<file path="src/hdl/hnbs_pkg.sv">
`default_nettype none
package hnbs_pkg;

	localparam int DATA_BITS = 8;
	localparam int BIT_IDX_W = $clog2(DATA_BITS);
	localparam int RUN_W = 3;
	localparam int STUFF_CNT_W = 2;
	localparam logic [STUFF_CNT_W-1:0] MAX_STUFF_PER_BYTE = 2'd2;
	localparam logic [RUN_W-1:0] RUN_MAX = 3'd7;

	localparam logic [RUN_W-1:0] STUFF_RUN_LIMIT_RST = 3'd5;
	localparam logic [DATA_BITS-1:0] FLAG_PATTERN_RST = 8'h7E;

	// configuration register indexes
	localparam logic CFG_STUFF_RUN_LIMIT = 1'b0;
	localparam logic CFG_FLAG_PATTERN = 1'b1;

	// one bit period on the line
	typedef struct packed {
		logic byte_done;
		logic stuffed;
		logic tone_low;
	} hnbs_beat_t;

endpackage
`default_nettype wire

</file>
<file path="src/hdl/hnbs_serializer.sv">
`default_nettype none
module hnbs_serializer (
	input  wire logic                              clk,
	input  wire logic                              arst_n,
	input  wire logic                              load,
	input  wire logic [hnbs_pkg::DATA_BITS-1:0]    load_byte,
	input  wire logic                              load_last,
	input  wire logic [hnbs_pkg::RUN_W-1:0]        run_limit,
	input  wire logic [hnbs_pkg::DATA_BITS-1:0]    flag_pattern,
	input  wire logic                              adv,
	output logic                                   in_ready,
	output logic                                   beat_valid,
	output hnbs_pkg::hnbs_beat_t                   beat
);
	import hnbs_pkg::*;

	logic [DATA_BITS-1:0]   shift_q;
	logic [BIT_IDX_W-1:0]   bit_idx_q;
	logic [STUFF_CNT_W-1:0] stuffs_q;
	logic [RUN_W-1:0]       run_q;
	logic                   tone_q;
	logic                   busy_q;
	logic                   is_flag_q;
	logic                   last_q;

	logic step;
	logic do_stuff;
	logic tone_next;
	logic last_step;

	assign step      = busy_q && adv;
	assign do_stuff  = (run_q >= run_limit) && (stuffs_q < MAX_STUFF_PER_BYTE);
	// NRZI: a zero, stuffed or not, flips the tone
	assign tone_next = (do_stuff || !shift_q[0]) ? ~tone_q : tone_q;
	assign last_step = step && !do_stuff && (bit_idx_q == BIT_IDX_W'(DATA_BITS - 1));

	assign in_ready   = !busy_q || last_step;
	assign beat_valid = busy_q;

	always_comb begin
		beat.tone_low  = tone_next;
		beat.stuffed   = do_stuff;
		beat.byte_done = !do_stuff && (bit_idx_q == BIT_IDX_W'(DATA_BITS - 1));
	end

	always_ff @(posedge clk or negedge arst_n) begin
		if (!arst_n) begin
			busy_q   <= 1'b0;
			tone_q   <= 1'b0;
			run_q    <= '0;
			stuffs_q <= '0;
			bit_idx_q <= '0;
		end else begin
			if (step) begin
				tone_q <= tone_next;
				if (do_stuff) begin
					run_q    <= '0;
					stuffs_q <= stuffs_q + 1'b1;
				end else begin
					if (!shift_q[0]) begin
						run_q <= '0;
					end else if (!is_flag_q && run_q != RUN_MAX) begin
						run_q <= run_q + 1'b1;
					end
					bit_idx_q <= bit_idx_q + 1'b1;
					if (last_step) begin
						busy_q <= 1'b0;
						// packet end: back to the high tone, run is kept
						if (last_q) begin
							tone_q <= 1'b0;
						end
					end
				end
			end
			if (load) begin
				busy_q    <= 1'b1;
				bit_idx_q <= '0;
				stuffs_q  <= '0;
			end
		end
	end

	always_ff @(posedge clk) begin
		if (step && !do_stuff) begin
			shift_q <= shift_q >> 1;
		end
		if (load) begin
			shift_q   <= load_byte;
			is_flag_q <= (load_byte == flag_pattern);
			last_q    <= load_last;
		end
	end

	a_stuff_cap: assert property (@(posedge clk) disable iff (!arst_n)
		stuffs_q <= MAX_STUFF_PER_BYTE)
		else $error("more stuffed zeros than allowed in one byte");

	a_stuff_clears_run: assert property (@(posedge clk) disable iff (!arst_n)
		(step && do_stuff) |=> (run_q == '0))
		else $error("stuffed zero did not clear the run");

	a_byte_ends: assert property (@(posedge clk) disable iff (!arst_n)
		(last_step && !load) |=> !busy_q)
		else $error("serializer still busy after last data bit");

	a_load_when_ready: assert property (@(posedge clk) disable iff (!arst_n)
		load |-> in_ready)
		else $error("byte loaded while serializer busy");

endmodule
`default_nettype wire

</file>
<file path="src/hdl/hnbs_out_reg.sv">
`default_nettype none
module hnbs_out_reg (
	input  wire logic                 clk,
	input  wire logic                 arst_n,
	input  wire logic                 beat_valid,
	input  wire hnbs_pkg::hnbs_beat_t beat,
	output logic                      adv,
	output logic                      out_valid,
	input  wire logic                 out_ready,
	output hnbs_pkg::hnbs_beat_t      out_beat
);
	import hnbs_pkg::*;

	logic       valid_q;
	hnbs_beat_t beat_q;

	// take a new word whenever the slot is empty or being drained
	assign adv       = !valid_q || out_ready;
	assign out_valid = valid_q;
	assign out_beat  = beat_q;

	always_ff @(posedge clk or negedge arst_n) begin
		if (!arst_n) begin
			valid_q <= 1'b0;
		end else if (adv) begin
			valid_q <= beat_valid;
		end
	end

	always_ff @(posedge clk) begin
		if (adv && beat_valid) begin
			beat_q <= beat;
		end
	end

endmodule
`default_nettype wire

</file>
<file path="src/hdl/hdlc_nrzi_bit_stuffing_serializer_top.sv">
`default_nettype none
// HDLC bit-stuffing serializer with NRZI tone coding.
//
// s_axis: one packet byte per word, sent least significant bit first;
//   tlast marks the last byte of a packet (tone returns high afterwards).
// m_axis: one word per bit period. tdata[0] is the tone (1 = low tone),
//   tuser flags an inserted stuffing zero, tlast marks the last bit period
//   caused by a byte.
// cfg: write-only register port, index 0 = stuff run limit (3 bits, reset 5),
//   index 1 = flag pattern (8 bits, reset 0x7E). Write only while idle.
//
// Throughput: a byte yields its 8 data bits plus up to 2 stuffed zeros,
// one bit period per cycle while m_axis_tready does not stall; the next
// byte is taken in the cycle the last data bit leaves the serializer.
// Path: an accepted byte is loaded into the serializer's shift register,
// and each bit period then passes through the output register to m_axis.
// Reset: tone goes to high, run of ones cleared, registers to defaults.
// Stall: a low m_axis_tready holds the output word and freezes the
// serializer; s_axis_tready drops until the current byte has drained.
module hdlc_nrzi_bit_stuffing_serializer_top (
	input  wire logic       clk,
	input  wire logic       arst_n,
	input  wire logic       s_axis_tvalid,
	output logic            s_axis_tready,
	input  wire logic [7:0] s_axis_tdata,   // [7:0] data_byte
	input  wire logic       s_axis_tlast,   // packet_end
	output logic            m_axis_tvalid,
	input  wire logic       m_axis_tready,
	output logic [7:0]      m_axis_tdata,   // [0] tone_low, [7:1] zero
	output logic            m_axis_tuser,   // stuffed
	output logic            m_axis_tlast,   // byte_done
	input  wire logic       cfg_valid,
	output logic            cfg_ready,
	input  wire logic       cfg_index,
	input  wire logic [7:0] cfg_data
);
	import hnbs_pkg::*;

	logic [RUN_W-1:0]     run_limit_q;
	logic [DATA_BITS-1:0] flag_pattern_q;

	logic       load;
	logic       in_ready;
	logic       adv;
	logic       beat_valid;
	hnbs_beat_t beat;
	hnbs_beat_t out_beat;

	// config writes always land at once
	assign cfg_ready = 1'b1;

	always_ff @(posedge clk or negedge arst_n) begin
		if (!arst_n) begin
			run_limit_q    <= STUFF_RUN_LIMIT_RST;
			flag_pattern_q <= FLAG_PATTERN_RST;
		end else if (cfg_valid) begin
			case (cfg_index)
				CFG_STUFF_RUN_LIMIT: run_limit_q    <= cfg_data[RUN_W-1:0];
				CFG_FLAG_PATTERN:    flag_pattern_q <= cfg_data;
				default: ;
			endcase
		end
	end

	assign s_axis_tready = in_ready;
	assign load          = s_axis_tvalid && in_ready;

	hnbs_serializer u_ser (
		.clk          (clk),
		.arst_n       (arst_n),
		.load         (load),
		.load_byte    (s_axis_tdata),
		.load_last    (s_axis_tlast),
		.run_limit    (run_limit_q),
		.flag_pattern (flag_pattern_q),
		.adv          (adv),
		.in_ready     (in_ready),
		.beat_valid   (beat_valid),
		.beat         (beat)
	);

	hnbs_out_reg u_out (
		.clk        (clk),
		.arst_n     (arst_n),
		.beat_valid (beat_valid),
		.beat       (beat),
		.adv        (adv),
		.out_valid  (m_axis_tvalid),
		.out_ready  (m_axis_tready),
		.out_beat   (out_beat)
	);

	assign m_axis_tdata = {7'b0, out_beat.tone_low};
	assign m_axis_tuser = out_beat.stuffed;
	assign m_axis_tlast = out_beat.byte_done;

endmodule
`default_nettype wire

</file>
<file path="config.mk">
export PLATFORM = sky130hd
export DESIGN_NAME = hdlc_nrzi_bit_stuffing_serializer_top
export DESIGN_NICKNAME = d
export VERILOG_FILES = /design/src/hdl/hnbs_pkg.sv /design/src/hdl/hnbs_serializer.sv /design/src/hdl/hnbs_out_reg.sv /design/src/hdl/hdlc_nrzi_bit_stuffing_serializer_top.sv
export SDC_FILE = /design/constraint.sdc
export NUM_CORES = 1
export LEC_CHECK = 0
export BUFFER_PORTS_ARGS = -buffer_cell sky130_fd_sc_hd__buf_2
export CAP_MARGIN = 40
export CORE_ASPECT_RATIO = 0.7
export CORE_UTILIZATION = 49
export DETAILED_ROUTE_END_ITERATION = 10
export PLACE_DENSITY = 0.83
export RECOVER_POWER = 100
export SYNTH_ARGS = -nofsm -noshare
export SYNTH_HDL_FRONTEND = slang
export SYNTH_HIERARCHICAL = 1
export SYNTH_SLANG_ARGS = --single-unit
</file>
<file path="constraint.sdc">
create_clock -name clk -period 2.8 [get_ports clk]
set_input_delay 0.14 -clock clk [delete_from_list [all_inputs] [get_ports clk]]
set_output_delay 0.14 -clock clk [all_outputs]
set_load 0.05 [all_outputs]
</file>
* After elaboration in Yosys (flattened, before gate mapping)
Cells that the tools add are included.
Operators by class: reduce and logical (&&, ||, !) cells 25, $add $sub $neg 3, order comparisons 2, equality and inequality tests 5, shifts and indexed selects 0, divide/modulo/power cells 0, bitwise operators 2, multiplexer cells 19, $mul 0
Operators by type and width (number):
- 3-bit two-way mux | 6
- 8-bit two-way mux | 2
- 2-bit AND reduction | 5
- 8-bit equality test | 1
- 1-bit two-way mux | 8
- 2-bit nonzero test | 4
- 1-bit logical AND | 7
- 3-bit by 1-bit adder with 3-bit output (second input constant) | 2
- 2-bit two-way mux | 3
- 3-bit != test (second input constant) | 2
- 1-bit zero test | 5
- 3-bit equality test (second input constant) | 1
- 3-bit >= comparator | 1
- 1-bit logical OR | 3
- 3-bit AND reduction | 1
- 2-bit by 1-bit adder with 2-bit output (second input constant) | 1
- 2-bit less-than comparator (second input constant) | 1
- 2-bit != test (second input constant) | 1
- 1-bit NOT | 2
Word-level totals: bits in registers 35, input bits 23, bits in latches 0, memories 0, RAM bits 0, bits in read-only memories 0, output and inout bits 13

* Logic depth before layout (Yosys ltp)
depth in word-level cells 9, gate-level depth with buffers 11, mapped depth without buffers 9

* Cells and area by module
Netlist, hierarchy kept.
By module, submodules not included:
- hnbs_serializer | times used 1, seq. area each 550.5 um2, cells each 98, area each 1153.6 um2
- hdlc_nrzi_bit_stuffing_serializer_top | times used 1, seq. area each 285.3 um2, cells each 35, area each 495.5 um2
- hnbs_out_reg | times used 1, seq. area each 115.1 um2, cells each 7, area each 143.9 um2

* Worst setup path after synthesis
No wires, ideal clock.
path kind reg-to-reg, from register run_limit_q[2], to register u_ser.shift_q[2] (data pin), buffers on the path 2, period minus slack after synthesis 2.991 ns, stages on the path, launching flop included 11, slack -0.191 ns, arrival 2.731 ns, setup time 0.260 ns, data required time 2.540 ns, cell sequence dfstp_2 -> inv_1 -> ha_1 -> a21oi_1 -> o21a_1 -> o211ai_1 -> nand2_1 -> and2_1 -> clkbuf_1 -> buf_2 -> mux2_2
Between the ends: word-level cells in the longest chain between the ends 8
Ends and longest elaborated chain:
- from (decl) | RTL line hdlc_nrzi_bit_stuffing_serializer_top.sv:39 | logic [RUN_W-1:0] run_limit_q;
- from (signal assigned) | RTL line hdlc_nrzi_bit_stuffing_serializer_top.sv:58 | CFG_STUFF_RUN_LIMIT: run_limit_q <= cfg_data[RUN_W-1:0];
- 3-bit >= comparator | RTL line hnbs_serializer.sv:32 | assign do_stuff = (run_q >= run_limit) && (stuffs_q < MAX_STUFF_PER_BYTE);
- 1-bit logical AND | RTL line hnbs_serializer.sv:32
- 1-bit zero test | RTL line hnbs_serializer.sv:35 | assign last_step = step && !do_stuff && (bit_idx_q == BIT_IDX_W'(DATA_BITS - 1));
- 1-bit logical AND (2 in a row) | RTL line hnbs_serializer.sv:35
- 1-bit logical OR | RTL line hnbs_serializer.sv:37 | assign in_ready = !busy_q || last_step;
- named net s_axis_tready | RTL line hdlc_nrzi_bit_stuffing_serializer_top.sv:24 | output logic s_axis_tready,
- 1-bit logical AND | RTL line hdlc_nrzi_bit_stuffing_serializer_top.sv:66 | assign load = s_axis_tvalid && in_ready;
- named net load | RTL line hdlc_nrzi_bit_stuffing_serializer_top.sv:42 | logic load;
- 8-bit two-way mux | RTL line hnbs_serializer.sv:87 | if (load) begin
- to (signal assigned) | RTL line hnbs_serializer.sv:85 | shift_q <= shift_q >> 1;
- to (signal assigned) | RTL line hnbs_serializer.sv:88 | shift_q <= load_byte;
- to (decl) | RTL line hnbs_serializer.sv:17 | logic [DATA_BITS-1:0] shift_q;
The timed path passes the listed nets, and every way through them passes these cells. A chain may end at the register's enable or synchronous reset.

* Final worst setup path
from register run_limit_q[2], to register u_ser.shift_q[5] (enable)
Between the ends: word-level cells in the longest chain between the ends 8
Ends and longest elaborated chain (RTL line):
- 3-bit >= comparator * | hnbs_serializer.sv:32
- 1-bit logical AND * | hnbs_serializer.sv:32
- 1-bit zero test * | hnbs_serializer.sv:35, hnbs_serializer.sv:84
- 1-bit logical AND * | hnbs_serializer.sv:35, hnbs_serializer.sv:84
- 1-bit logical AND | hnbs_serializer.sv:35
- 1-bit logical OR | hnbs_serializer.sv:37
- 1-bit logical AND | hdlc_nrzi_bit_stuffing_serializer_top.sv:66
- 2-bit nonzero test (no source line) *
Mark *: on every way between the ends. The rest lies on a longest branch, timed or not.

==> run summary <==
status - finished, final reports clean
CTS tree - yes
Post-CTS Repair Setup Buffers - 0
I/O Pins - 36
post-synth top area cell - edfxtp_1
top-area cell type share of the netlist area - 0.218
Worst path slowest cell - o21ai_0
Post-Syn Area per Cell - 12.8 um2
Post-DP Area - 1940 um2
drt first-iter violations - 67
Post-route DRC - 0
synthesized area - 1790 um2
htree depth - 2
fraction of layout cells with a size suffix above 1 - 0.331
DR vias/cell - 5.11
Rows - 17
First-pass DRT Iterations - 4
# port buffers - 27
largest net degree at the start of global routing - 23
WS Path Type - flip-flop to flip-flop
CP startpoint kind - flip-flop
initial antenna violation count - 0
Core Region - 3320 um2
top cells by area, synth - edfxtp_1 (22%), dfrtp_1 (20%), mux2_2 (13%), dfstp_2 (12%), ha_1 (4.9%)
CTS Root Buffer Type - clkbuf_8
Diodes inserted - 0
clock sinks - 35
Routed Antenna Nets - 0
final setup fails - 0
clk_skew - 0.0119 ns
register area share after synthesis - 0.530
Total GRT Usage - 0.190
Peak supply drop - 396 uV
Avg WL per Cell - 14.2 um
Syn. warnings - 6
vias - 1120
Post-synth ARST share - 0.629
Initial Util - 0.540
setup TNS - 0 ns
crit path DAT - 2.55 ns
Slew Limit Fails - 0
P_leak - 0.836 nW
CTS max path bufs - 2
# fillers - 310
Worst-Margin Slew - 1.21 ns
Overall Power - 1.94 mW
Num CTS Buffers - 5
CP top delay family - compound AO/OA/AOI/OAI gates
worst skew pair latency - 0.29 ns
Final Instance Area - 2010 um2
RSZ-0062 raised after global routing - no
Routed WL - 3.12 mm
headroom to the max-slew limit - 0.192
CP endpoint kind - flip-flop
Die Wd - 74.3 um
post-layout min period - 2.54 ns
CP max FO - 8
CP required - 2.81 ns
crit-path cells - inv_1 -> ha_1 -> nand2_1 -> o21ai_0 -> a21oi_1 -> or2_2
Die Area - 3910 um2
final hold violation count - 0
first-pass GRT wire length - 5.11 mm
flops & latches, synth - 35
number of synthesized flops with an enable pin - 13
Netlist cell types - 38
Worst path max stage delay - 0.55 ns
Main synth FF type - dfrtp_1
Hold Crit Class - input pin to flip-flop
hold wc startpoint - s_axis_tlast
crit path launch - run_limit_q[2]$_DFFE_PN1P_
Mapped Cells - 140
worst reg2reg startpoint - run_limit_q[2]$_DFFE_PN1P_
Max Cap Violations - 0
Clk pin slew, worst setup/hold paths - 0.07 ns
PwrDens - 968 nW/um2
RePlAce Congestion - 0.831
fin crit share - 0.908
DP HPWL - 2.34 mm
CP Buf/Inv Count - 1
Die Height - 52.6 um
final net count - 201
max frequency - 393 MHz
Layout area overhead - 11.9%
gr ovfl total - 0
vias in the first global route - 1130
==> power by group <==
| part | switching [mW] | internal [mW] |
|---|---|---|
| clock | 0.168 | 0.177 |
| combinational | 0.430 | 0.295 |
| sequential | 0.107 | 0.765 |
| total | 0.705 | 1.24 |
==> final timing paths <==
path	end	slack [ns]	depth (start not counted)
worst min register to register	run_limit_q[1]$_DFFE_PN0P_	0.52	1
worst min-delay path	u_ser/last_q$_DFFE_PP_	0.03	1
worst max-delay path	u_ser/shift_q[5]$_DFFE_PP_	0.26	6
worst max register to register	u_ser/shift_q[5]$_DFFE_PP_	0.26	6
max in group asynchronous	u_ser/stuffs_q[0]$_DFFE_PN0P_	1.45	2
min in group asynchronous	u_ser/tone_q$_DFFE_PN0P_	0.63	2
==> cells by family (layout without fill, tap and decap cells) <==
| family | count (synthesis) | after routing | share of synthesized area |
|---|---|---|---|
| other | 2 | 8 | 0.00419 |
| AND/OR/NAND/NOR | 31 | 31 | 0.110 |
| flip-flops | 35 | 35 | 0.530 |
| XOR/XNOR | 9 | 9 | 0.0440 |
| multiplexers | 22 | 22 | 0.137 |
| adder cells (fa/ha/maj) | 7 | 7 | 0.0488 |
| buffers and inverters | 17 | 43 | 0.0572 |
| AO/OA/AOI/OAI | 17 | 17 | 0.0691 |
==> stage by stage <==
step / utilization / worst slack (ns) / hold slack [ns] / std cells
detailed placement: 0.586 / 0.131 / 0.139 / 210
global placement: 0.586 / 0.292 / 0.124 / 210
floorplan: - / 0.0456 / -0.156 / 146
finish: 0.604 / 0.257 / 0.0273 / 219
CTS: 0.613 / 0.119 / 0.0202 / 219
global route: 0.604 / 0.106 / 0.0168 / 219
==> layout make-up <==
| type | count | area, um2 | area share |
|---|---|---|---|
| sequential | 35 | 951 | 0.474 |
| tap | 47 | 58.8 | 0.0293 |
| multi-input combinational | 94 | 752 | 0.375 |
| clock buffer | 8 | 80.1 | 0.0399 |
| timing repair buffer | 30 | 145 | 0.0724 |
| inverter | 5 | 18.8 | 0.00936 |
==> placed cells by master (no fill, tap or decap), drive strengths merged, types with 5 or more instances in the layout <==
cell	synthesis	routed
edfxtp	13	13
mux2	20	20
xnor2	9	9
a21oi	5	5
dfstp	8	8
buf	11	21
nand2	5	5
nand2b	7	7
clkbuf	1	16
ha	7	7
inv	5	5
dfrtp	14	14
conb	2	8
==> state kept, by name, indices dropped and copies added, names as in the netlist <==
register	cells
u_ser/run_q	3
u_ser/is_flag_q	1
u_out/out_valid	1
u_out/out_beat	3
u_ser/last_q	1
u_ser/bit_idx_q	3
u_ser/shift_q	8
run_limit_q	3
u_ser/tone_q	1
u_ser/beat_valid	1
flag_pattern_q	8
u_ser/stuffs_q	2
==> synth_stat cells (3+ instances only) <==
library cell	number
inv_1	5
a21oi_1	5
nand4_1	3
dfstp_2	8
xnor2_1	9
mux2_2	20
nand2b_1	6
edfxtp_1	13
buf_4	10
nand2_1	3
ha_1	7
dfrtp_1	14
nor2_1	3
==> routing by layer <==
metal  global-route usage  vias up  routed length (um)
li1                     -      542                   -
met1                0.208      537                1370
met2                0.321       37                1530
met3               0.0769        4                 186
met4               0.0943        0                  30
met5                    0        -                   0
==> repair_timing <==
item,4_1_cts,5_1_grt
hold endpoints to repair,14,0
resized for setup,0,1
hold buffers,1,0
endpoints found under the setup margin,0,8
No activity file was read; power rests on OpenSTA's default activity.
